`config.mk`:
```
export PLATFORM = sky130hd
export DESIGN_NAME = pvd_ctrl
export DESIGN_NICKNAME = d
export VERILOG_FILES = /design/src/rtl/core/pvd_pkg.sv /design/src/rtl/core/pvd_ctrl.sv
export SDC_FILE = /design/constraint.sdc
export NUM_CORES = 1
export LEC_CHECK = 0
export BUFFER_PORTS_ARGS = -buffer_cell sky130_fd_sc_hd__buf_2
export CORE_AREA = 2 2 39 41
export DETAILED_ROUTE_END_ITERATION = 16
export DIE_AREA = 0 0 41 43
export GPL_ROUTABILITY_DRIVEN = 0
export PLACE_DENSITY_LB_ADDON = 0.1
export SLEW_MARGIN = 5
export SYNTH_ARGS = -nofsm -noshare
export SYNTH_HDL_FRONTEND = slang
export SYNTH_SLANG_ARGS = --single-unit
```
`constraint.sdc`:
```
create_clock -name clk -period 2.25 [get_ports clk]
set_input_delay 0.225 -clock clk [delete_from_list [all_inputs] [get_ports clk]]
set_output_delay 0.225 -clock clk [all_outputs]
set_load 0.03 [all_outputs]
```
`src/rtl/core/pvd_pkg.sv`:
```
`timescale 1ns / 1ps

package pvd_pkg;

	localparam int unsigned ValueWidth = 32;
	localparam int unsigned ByteWidth  = 8;
	localparam int unsigned ExpWidth   = 4;

	// largest value that fits in three decimal digits
	localparam logic [ValueWidth-1:0] DigitLimit = 32'd999;
	// ceil(2^35 / 10): v / 10 == (v * Recip10) >> 35 for every 32-bit v
	localparam logic [ValueWidth-1:0] Recip10 = 32'hCCCC_CCCD;
	localparam logic [2:0] ExpMax = 3'd7;
	// lookup result when a two-digit value has no mantissa code
	localparam logic [4:0] MantNone = 5'd16;

	localparam logic [6:0] MantTable [16] = '{
		7'd10, 7'd12, 7'd13, 7'd15, 7'd20, 7'd25, 7'd30, 7'd35,
		7'd40, 7'd45, 7'd50, 7'd55, 7'd60, 7'd70, 7'd80, 7'd90
	};

	// commands from the controller to the datapath
	typedef struct packed {
		logic load;     // take a new value, clear the exponent
		logic step;     // drop one decimal digit
		logic capture;  // register the descriptor bytes
		logic sel_ext;  // present the extension byte
	} pvd_cmd_t;

	// status from the datapath to the controller
	typedef struct packed {
		logic strip_done;  // no more digits to drop
		logic has_ext;     // captured result carries an extension byte
	} pvd_sts_t;

	function automatic logic [4:0] mant_lookup(input logic [6:0] m);
		logic [4:0] idx;
		idx = MantNone;
		for (int k = 0; k < 16; k++) begin
			if (MantTable[k] == m) begin
				idx = 5'(k);
			end
		end
		return idx;
	endfunction

endpackage

```
`src/rtl/core/pvd_ctrl.sv`:
```
`timescale 1ns / 1ps

module pvd_ctrl
	import pvd_pkg::*;
(
	input  logic     clk,
	input  logic     arst_n,
	input  logic     in_valid,
	output logic     in_ready,
	output logic     out_valid,
	input  logic     out_ready,
	input  pvd_sts_t sts,
	output pvd_cmd_t cmd
);

	typedef enum logic [1:0] {
		ST_IDLE,
		ST_STRIP,
		ST_HEAD,
		ST_EXT
	} state_t;

	state_t state_q;
	logic   in_ready_q;
	logic   out_valid_q;
	logic   sel_ext_q;

	always_ff @(posedge clk or negedge arst_n) begin
		if (!arst_n) begin
			state_q     <= ST_IDLE;
			in_ready_q  <= 1'b1;
			out_valid_q <= 1'b0;
			sel_ext_q   <= 1'b0;
		end else begin
			unique case (state_q)
				ST_IDLE: begin
					if (in_valid && in_ready_q) begin
						state_q    <= ST_STRIP;
						in_ready_q <= 1'b0;
					end
				end
				ST_STRIP: begin
					if (sts.strip_done) begin
						state_q     <= ST_HEAD;
						out_valid_q <= 1'b1;
						sel_ext_q   <= 1'b0;
					end
				end
				ST_HEAD: begin
					if (out_ready) begin
						if (sts.has_ext) begin
							state_q   <= ST_EXT;
							sel_ext_q <= 1'b1;
						end else begin
							state_q     <= ST_IDLE;
							out_valid_q <= 1'b0;
							in_ready_q  <= 1'b1;
						end
					end
				end
				ST_EXT: begin
					if (out_ready) begin
						state_q     <= ST_IDLE;
						out_valid_q <= 1'b0;
						sel_ext_q   <= 1'b0;
						in_ready_q  <= 1'b1;
					end
				end
				default: begin
					state_q <= ST_IDLE;
				end
			endcase
		end
	end

	assign in_ready    = in_ready_q;
	assign out_valid   = out_valid_q;
	assign cmd.load    = in_valid && in_ready_q;
	assign cmd.step    = (state_q == ST_STRIP) && !sts.strip_done;
	assign cmd.capture = (state_q == ST_STRIP) && sts.strip_done;
	assign cmd.sel_ext = sel_ext_q;

endmodule

```
## Yosys cells after proc, flatten, opt, wreduce, memory -nomap -nowiden

Cells that the tools add are included.

- Flip-flop bits (word level): 5
- Input port bits: 6
- Output and inout port bits: 6

- Eq/ne operators: 9
- Muxes and demuxes: 20
- Reductions and logical operators: 11

Operators with widths:

| kind | number |
|---|---|
| 5-bit AND reduction | 3 |
| 2-bit != test (second input constant) | 6 |
| 1-bit 2-to-1 mux | 11 |
| 2-bit 2-to-1 mux | 5 |
| 1-bit one-hot mux with 3 select lines | 3 |
| 2-bit one-hot mux with 4 select lines | 1 |
| 3-bit nonzero test | 2 |
| 2-bit == test (second input constant) | 2 |
| 4-bit AND reduction | 1 |
| 1-bit logical AND | 3 |
| 2-bit by 1-bit == test with 1-bit output (second input constant) | 1 |
| 2-bit logical NOT | 1 |
| 1-bit logical NOT | 1 |

## Longest topological paths before layout

Gate-level depths: netlist of the first run.

- Depth after elaboration: 3
- Mapped depth: 4
- Depth with buffers taken out: 3

## Worst setup path before layout of the first run

No wires, ideal clock.

- Path kind: reg-to-output
- Start: reg state_q[1]
- End: out cmd[2] (netlist name)
- Data arrival time: 1.236 ns
- Required time: 2.025 ns
- Setup slack: 0.789 ns
- Stages on the path, launching flop included: 3
- Path buffers: 1
- Cells stage by stage: dfrtp_1 buf_6 nor3b_1

RTL lines:

| item | line | text |
|---|---|---|
| from (decl) | pvd_ctrl.sv:23 | `state_t state_q;` |
| from (signal assigned) | pvd_ctrl.sv:30 | `state_q <= ST_IDLE;` |
| from (signal assigned) | pvd_ctrl.sv:38 | `state_q <= ST_STRIP;` |
| from (signal assigned) | pvd_ctrl.sv:44 | `state_q <= ST_HEAD;` |
| to (decl) | pvd_ctrl.sv:13 | `output pvd_cmd_t cmd` |

==> qor.txt, run 1 <==
Status: finished, final reports clean
Cell Count, Final, Fillers Out: 57
Max cap viols: 0
Detailed Route WL: 617 um
Final worst path period share: 0.632
Die Wd: 41 um
Slew Viols, Final: 0
Min-delay src: out_ready
Grt total ovfl: 0
Synth top area share: 0.345
I/O Pins: 12
RSZ-0062 raised after global routing: false
HP Class: input port to register
Net count after synthesis: 33
Starting DRT DRC Count: 0
Max transition margin: 0.793
Arr. time, crit path: 1.20 ns
Critical Path Max Stage Delay: 0.48 ns
Max Clock Skew: 0.00262 ns
Worst Hold End: sel_ext_q
Register area share after synthesis: 0.435
Post-layout nets: 48
Pwr/cell area: 1050 nW/um^2
Area contributors post-synth: dfrtp_1 (34%), dfstp_2 (9.1%), o2bb2a_4 (6.9%), o21ai_1 (5.2%), nor2b_4 (4.7%)
CP startpoint kind: register
Die H: 43 um
Fin. Hold Viols: 0
Total power: 404 uW
Initial antenna violation count: 0
CTS Sinks: 5
Worst Setup End Kind: primary output
Number of port buffers: 11
Hold Path Cell Cnt: 3
Peak supply drop: 0.383 mV
Avg Cell Area, Syn: 10.8 um^2
Diodes inserted: 0
CP required: 2.03 ns
Clk pin slew, worst setup/hold paths: 0.05 ns
Crit Path Class: register to primary output
Clock Latency Late Sink: 0.24 ns
Critical-path cell with the highest stage delay: dfrtp_1
GRT Util Overall: 0.0864
Reg2reg setup slack: 1.24 ns
Final Critical Period: 1.42 ns
Syn Std Cell Area: 290 um^2
Row Count: 14
CP Max Fanout: 8
Routed vias: 249
CTS resizes: 0
Largest net degree at the start of global routing: 9
CP cell instances: and3b_1 > buf_2
Root buf cell: clkbuf_4
Worst Setup SP: state_q[1]
CTS tree: built
Fmax: 704 MHz
Routed Antenna Nets: 0
First-pass DRT Iterations: 1
Placed Cells: 52
Vias per inst: 4.37
Residual DRC count: 0
Global-route wire length before repair: 966 um
Yosys top cell by area: dfrtp_1
FF-to-FF Start: state_q[1]
Share of cells above drive strength 1: 0.439
Die area: 1760 um^2
Area of the core: 1380 um^2
Leakage: 0.186 nW
Drt wl/cell: 10.8 um
Syn Inst Count: 27
Vias in the first global route: 226
Final count of negative-setup-slack endpoints: 0
Layout area overhead: 31.9%
Worst slew pin tran: 0.310 ns
Most common cell after layout, fill and taps aside: buf_2
H-tree depth: 1
CTS Buffer Depth: 2
Reg-to-reg endpoint: state_q[0]
CTS buffer count: 3
Initial Util: 0.210
Yosys warning count: 0
Most frequent cells in the layout: buf_2 (11), dfrtp_1 (4), nand2_1 (3), o21ai_1 (3), clkbuf_4 (3)
Netlist cell types: 19
Yosys reg bits: 5
Setup TNS: 0 ns
Worst-case reg-to-reg path depth: 3
per-stage QoR:
stage          cell area [um^2]   util  setup slack [ns]  hold slack (ns)
4_1_cts                     383  0.277             0.820            0.304
3_3_place_gp                347  0.250              1.11           0.0509
2_1_floorplan               290      -             0.789          -0.0706
6_report                    383  0.277             0.829            0.311
5_1_grt                     383  0.277             0.760            0.319
3_5_place_dp                347  0.250              1.10           0.0522
metal layers:
metal,vias up,track usage,wire (um)
li1,124,-,-
met1,115,0.100,285
met2,10,0.125,277
met3,0,0.0314,53
met4,0,0.0600,0
met5,-,0,0
cell families (layout without fill, tap and decap cells):
group | count (synthesis) | count (layout) | share of synthesized area
flip-flops | 5 | 5 | 0.435
multiplexers | 1 | 1 | 0.0345
AO/OA/AOI/OAI | 10 | 10 | 0.276
AND/OR/NAND/NOR | 7 | 7 | 0.164
buffers and inverters | 4 | 18 | 0.0905
critical path: cells and delay by family, from the launching register on:
| kind | cells | cell delay, ns |
|---|---|---|
| buf+inv | 1 | 0.20 |
| flops | 1 | 0.48 |
| simple gates | 1 | 0.27 |
flip-flops by register name (all words and copies together), names as in the netlist:
name and cells:
in_ready 1, out_valid 1, sel_ext_q 1, state_q 2
Yosys cell counts, drive strengths merged:
cell type and instances:
a21oi 2, mux2i 1, nor2b 1, o2bb2a 1
dfrtp 4, a2bb2oi 1, o2bb2ai 1, buf 2
nor3b 1, and3b 1, dfstp 1, inv 2
a21o 1, nand2 3, and2 1, a31oi 1
o21ai 3
how the worst max path moves through the flow:
stage	endpoint	cells after the start	slack, ns
global placement	cmd[1]	2	1.11
finish	cmd[1]	2	0.83
global route	cmd[1]	2	0.76
detailed placement	cmd[1]	2	1.10
floorplan	cmd[2]	2	0.79
CTS	cmd[1]	2	0.82
layout make-up:
cell class                 count  area, um^2
timing repair buffer          12        65.1
tap                           16        20.0
inverter                       2        7.51
clock buffer                   4        26.3
fill                         153        1000
sequential                     5         126
multi-input combinational     18         138
power breakdown:
part / total (mW) / internal [mW] / switching [mW]
combinational: 0.138 / 0.0571 / 0.0807
sequential: 0.158 / 0.118 / 0.0403
clock: 0.107 / 0.0673 / 0.0402
timing repair:
item                                   CTS  global route
buffers inserted                         0             0
endpoints found under the hold margin    5             0
setup endpoints to repair                0             0
hold buffers                             1             0
No activity file was read; power rests on OpenSTA's default activity.
==> run 2: changes to the inputs <==
==> constraint.sdc (replaced) <==
create_clock -name clk -period 1.3 [get_ports clk]
set_input_delay 0.13 -clock clk [delete_from_list [all_inputs] [get_ports clk]]
set_output_delay 0.13 -clock clk [all_outputs]
set_load 0.03 [all_outputs]
==> run 2 against run 1 <==
- power grew 79%
- via count increased by 1.6%
- hold slack got worse by 0.092 ns
- die area is the same
- first-iteration DRC count up 3
- highest routed layer unchanged
- clock power grew 73%
- wire length up 1.6%
- register-to-register slack worse by 0.98 ns
- non-clock buffer count is 1 higher
- largest power group unchanged
- core utilization rose by 1.3 points
- sequential power is 73% higher
- worst setup slack worse by 0.77 ns
==> qor.txt, run 2 (same netlist as run 1, synthesis figures left out) <==
Status: finished, final reports clean (unchanged)
Max Clock Skew: 0.000946 ns (was 0.00262 ns)
Routed vias: 253 (was 249)
CP required: 1.17 ns (was 2.03 ns)
H-tree depth: 1 (unchanged)
Met1 wire length: 293 um (was 285 um)
Crit Path Class: register to primary output (unchanged)
CP Max Fanout: 8 (unchanged)
Flop pwr share: 0.378 (was 0.392)
Slew Viols, Final: 0 (unchanged)
Max cap viols: 0 (unchanged)
HP Class: input port to register (unchanged)
CP startpoint kind: register (unchanged)
Initial Util: 0.210 (unchanged)
CTS tree: built (unchanged)
Vias in the first global route: 234 (was 226)
Largest net degree at the start of global routing: 9 (unchanged)
CTS buffer count: 3 (unchanged)
Die H: 43 um (unchanged)
Most common cell after layout, fill and taps aside: buf_2 (unchanged)
Sw frac: 0.390 (was 0.399)
Share of cells above drive strength 1: 0.524 (was 0.439)
Area of the core: 1380 um^2 (unchanged)
Pwr/cell area: 1810 nW/um^2 (was 1050 nW/um^2)
Starting DRT DRC Count: 3 (was 0)
Drt wl/cell: 10.8 um (about the same)
Post-layout nets: 49 (was 48)
WL met3: 53 um (unchanged)
Most frequent cells in the layout: buf_2 (10), nand2_1 (3), o21ai_1 (3), clkbuf_4 (3) (was buf_2 (11), dfrtp_1 (4), nand2_1 (3), o21ai_1 (3), clkbuf_4 (3))
CTS Buffer Depth: 2 (unchanged)
GRT Util Overall: 0.0895 (was 0.0864)
Vias per inst: 4.36 (was 4.37)
Largest register by flop count: state_q (unchanged)
Global-route wire length before repair: 972 um (was 966 um)
Die Wd: 41 um (unchanged)
Comb power frac: 0.367 (was 0.341)
Die area: 1760 um^2 (unchanged)
Routed Antenna Nets: 0 (unchanged)
Setup ws final: 0.0578 ns (was 0.829 ns)
Met2 WL: 280 um (was 277 um)
Fin. Hold Viols: 0 (unchanged)
Detailed Route WL: 627 um (was 617 um)
Setup TNS: 0 ns (unchanged)
Final worst path period share: 0.956
Dpl ws: 0.231 ns (was 1.10 ns)
Final count of negative-setup-slack endpoints: 0 (unchanged)
Initial antenna violation count: 0 (unchanged)
Clock Latency Late Sink: 0.24 ns (about the same)
Diodes inserted: 0 (unchanged)
Final Critical Period: 1.24 ns
Residual DRC count: 0 (unchanged)
Grt total ovfl: 0 (unchanged)
Fmax: 805 MHz
Leakage: 0.191 nW (was 0.186 nW)
Switching Power: 283 uW (was 161 uW)
Uppermost layer routed: met3 (unchanged)
Peak supply drop: 0.785 mV (was 0.383 mV)
Clk pin slew, worst setup/hold paths: 0.05 ns (about the same)
Arr. time, crit path: 1.11 ns (was 1.20 ns)
Worst slew pin tran: 0.177 ns (was 0.310 ns)
CTS Sinks: 5 (unchanged)
Layout area overhead: 37.9% (was 31.9%)
Worst Setup End Kind: primary output (unchanged)
Clock share of power: 0.256 (was 0.266)
Root buf cell: clkbuf_4 (unchanged)
Fillcell total: 160 (was 153)
Number of port buffers: 11 (unchanged)
Internal Power: 441 uW (was 242 uW)
I/O Pins: 12 (unchanged)
Max transition margin: 0.879 (was 0.793)
Row Count: 14 (unchanged)
First-pass DRT Iterations: 4 (was 1)
Max FFs per register: 2 (unchanged)
==> run 2: cell types whose count changed in the layout (fill, tap and decap cells not counted) <==
cell / change
dfrtp_2: +2
buf_4: +2
dfrtp_1: -2
nor3b_2: +1
nor3b_1: -1
buf_2: -1
==> run 2: critical path, stage by stage, from the launching register on <==
cell	delay, ns
dfrtp_2	0.45
and3b_1	0.25
buf_4	0.16
==> run 2: path summary, 6_finish.rpt <==
path | from | to | slack, ns | depth (start not counted)
setup / recovery | state_q[1] | cmd[1] | 0.06 | 2
hold / removal | out_ready | sel_ext_q | 0.22 | 3
setup reg to reg | state_q[1] | in_ready | 0.26 | 4
hold reg to reg | sel_ext_q | sel_ext_q | 0.51 | 2
max in group asynchronous | arst_n | in_ready | 0.85 | 2
min in group asynchronous | arst_n | sel_ext_q | 0.23 | 2
==> run 2: cell type report <==
type / count / area [um^2] / area share
Tap cell: 16 / 20.0 / 0.0500
Sequential cell: 5 / 129 / 0.322
Timing Repair Buffer: 13 / 75.1 / 0.188
Clock buffer: 4 / 26.3 / 0.0656
Inverter: 2 / 7.51 / 0.0188
Multi-Input combinational cell: 18 / 143 / 0.356
==> run 2: routing by layer <==
layer  global-route usage  up-vias
li1                     -      125
met1                0.113      116
met2                0.113       12
met3               0.0314        0
met4               0.0800        0
met5                    0        -
==> run 2: stage by stage <==
stage	std cells	util	instance area, um^2	hold WS [ns]	power (mW)
final	58	0.289	400	0.218	0.724
after global routing	58	0.289	400	0.232	0.772
after floorplan	27	-	295	-0.166	0.490
after detailed placement	52	0.254	352	-0.0433	0.522
after CTS	57	0.283	392	0.214	0.721
after global placement	52	0.254	352	-0.0430	0.520
==> run 2: timing repair <==
action | 4_1_cts | 5_1_grt
hold endpoints to repair | 5 | 0
resized for setup | 2 | 1
hold buffers | 1 | 0
setup endpoints to repair | 2 | 2
buffers inserted | 0 | 1
==> run 2: power groups by stage <==
stage                     registers (mW)  logic, mW  clock network [mW]
after floorplan                    0.261      0.229                   0
after global routing               0.285      0.287               0.200
after CTS                          0.280      0.248               0.193
after global placement             0.277      0.243                   0
after detailed placement           0.281      0.241                   0
final                              0.273      0.265               0.185
==> run 3: changes to the inputs <==
--- a/config.mk
+++ b/config.mk
@@ -10,7 +10,8 @@
 export DETAILED_ROUTE_END_ITERATION = 16
 export DIE_AREA = 0 0 41 43
 export GPL_ROUTABILITY_DRIVEN = 0
-export PLACE_DENSITY_LB_ADDON = 0.1
+export PLACE_DENSITY_LB_ADDON = 0.05
+export RECOVER_POWER = 100
 export SLEW_MARGIN = 5
 export SYNTH_ARGS = -nofsm -noshare
 export SYNTH_HDL_FRONTEND = slang
==> run 3 against run 2 <==
- power down 2.1%
- sequential cell count unchanged
- final area down 3.7%
- register-to-register slack worse by 0.08 ns
- count of clock-buffer cells in the layout unchanged
- critical endpoint unchanged
- maximum frequency up 0.60%
- critical path depth unchanged
- global-route usage up 0.63 points
- worst setup slack better by 0.0074 ns
- combinational power about the same
- hold slack better by 0.014 ns
- largest power group is now combinational logic
- sequential power down 6%
==> qor.txt, run 3 (same netlist as run 1, synthesis figures left out) <==
Critical-path cell with the highest stage delay: dfrtp_2 (unchanged)
Vias per inst: 4.27 (was 4.36)
Crit-path leading delay family: flip-flops (unchanged)
Leakage: 0.181 nW (was 0.191 nW)
Status: finished, final reports clean (unchanged)
Drt wl/cell: 11.6 um (was 10.8 um)
Layout area overhead: 32.8% (was 37.9%)
Share of cells above drive strength 1: 0.372 (was 0.524)
Routed vias: 252 (was 253)
Setup ws final: 0.0652 ns (was 0.0578 ns)
Root buf cell: clkbuf_4 (unchanged)
CP startpoint kind: register (unchanged)
CP required: 1.17 ns (about the same)
GRT Util Overall: 0.0959 (was 0.0895)
Vias in the first global route: 248 (was 234)
Max transition margin: 0.752 (was 0.879)
CTS tree: built (unchanged)
Critical Path Max Stage Delay: 0.44 ns (was 0.45 ns)
Most frequent cells in the layout: clkbuf_1 (6), buf_2 (4) (was buf_2 (10), nand2_1 (3), o21ai_1 (3), clkbuf_4 (3))
CTS Buffer Depth: 2 (unchanged)
Worst slew pin tran: 0.374 ns (was 0.177 ns)
Number of port buffers: 11 (unchanged)
Initial Util: 0.210 (unchanged)
Worst hold slack: 0.232 ns (was 0.218 ns)
CP cell instances: and3b_1 > buf_4 (unchanged)
Final count of negative-setup-slack endpoints: 0 (unchanged)
Grt total ovfl: 0 (unchanged)
Worst path bufs/invs: 1 (unchanged)
Worst Setup End Kind: primary output (unchanged)
DP HPWL: 539 um
Slew Viols, Final: 0 (unchanged)
Peak supply drop: 0.633 mV (was 0.785 mV)
Dpl ws: 0.223 ns (was 0.231 ns)
Largest net degree at the start of global routing: 9 (unchanged)
First-pass DRT Iterations: 1 (was 4)
Row Count: 14 (unchanged)
Clk pin slew, worst setup/hold paths: 0.05 ns (about the same)
Fmax: 810 MHz (was 805 MHz)
Arr. time, crit path: 1.10 ns (was 1.11 ns)
Diodes inserted: 0 (unchanged)
Detailed Route WL: 682 um (was 627 um)
Max cap viols: 0 (unchanged)
Area of the core: 1380 um^2 (unchanged)
Initial antenna violation count: 0 (unchanged)
Max Clock Skew: 0.00752 ns (was 0.000946 ns)
CP Max Fanout: 6 (was 8)
Pwr/cell area: 1840 nW/um^2 (was 1810 nW/um^2)
Crit Path Class: register to primary output (unchanged)
RSZ-0062 raised after global routing: false
Residual DRC count: 0 (unchanged)
H-tree depth: 1 (unchanged)
Die Wd: 41 um (unchanged)
HP Class: input port to register (unchanged)
Final Critical Period: 1.23 ns (was 1.24 ns)
Global-route wire length before repair: 1.02 mm (was 972 um)
Fin. Hold Viols: 0 (unchanged)
CTS buffer count: 3 (unchanged)
Post-layout nets: 50 (was 49)
I/O Pins: 12 (unchanged)
CTS Sinks: 5 (unchanged)
Starting DRT DRC Count: 0 (was 3)
Setup TNS: 0 ns (unchanged)
Routed Antenna Nets: 0 (unchanged)
Die H: 43 um (unchanged)
Final worst path period share: 0.950 (was 0.956)
Most common cell after layout, fill and taps aside: clkbuf_1 (was buf_2)
Largest register by flop count: state_q (unchanged)
Die area: 1760 um^2 (unchanged)
Clock Latency Late Sink: 0.25 ns (was 0.24 ns)
Max FFs per register: 2 (unchanged)
==> run 3: layout make-up <==
type	instances	area, um^2
inverter	2	7.51
timing repair buffer	14	71.3
clock buffer	4	26.3
tap	16	20.0
multi-input combinational	18	133
sequential	5	128
fill	150	998
==> run 3: what timing repair did <==
action,4_1_cts,5_1_grt
setup buffers,0,1
hold endpoints to repair,5,0
gates resized for setup,2,0
setup endpoints to repair,2,1
gates cloned,0,0
hold buffers,1,0
==> run 3: worst paths after layout <==
path / startpoint / end / slack [ns] / depth (start not counted)
worst max-delay path: state_q[1] / cmd[1] / 0.07 / 2
worst min-delay path: out_ready / sel_ext_q / 0.23 / 3
worst max register to register: state_q[1] / in_ready / 0.18 / 4
worst min register to register: sel_ext_q / sel_ext_q / 0.52 / 2
max in group asynchronous: arst_n / in_ready / 0.73 / 2
min in group asynchronous: arst_n / state_q[1] / 0.28 / 2
==> run 3: report_power, final <==
part	internal, mW	switching [mW]
Sequential	0.207	0.0490
Clock	0.116	0.0690
Combinational	0.0990	0.168
==> run 3: through the flow <==
step,total power [mW],std cells,utilization,cell area (um^2)
after detailed placement,0.543,53,0.259,359
after floorplan,0.490,27,-,295
after CTS,0.742,58,0.288,399
after global routing,0.757,59,0.278,385
after global placement,0.548,53,0.259,359
final,0.708,59,0.278,385
==> run 3: layer usage <==
layer	track usage	wire, um	vias to the layer above
met1	0.111	317	115
met3	0.0471	56	0
met4	0.0800	0	0
li1	-	-	126
met5	0	0	-
met2	0.125	309	11
==> run 3: worst reg2reg max path: stages, from the launching register on <==
cell      delay (ns)
dfrtp_2         0.44
clkbuf_1        0.16
nor2b_4         0.13
a21oi_2         0.03
o2bb2a_1        0.28
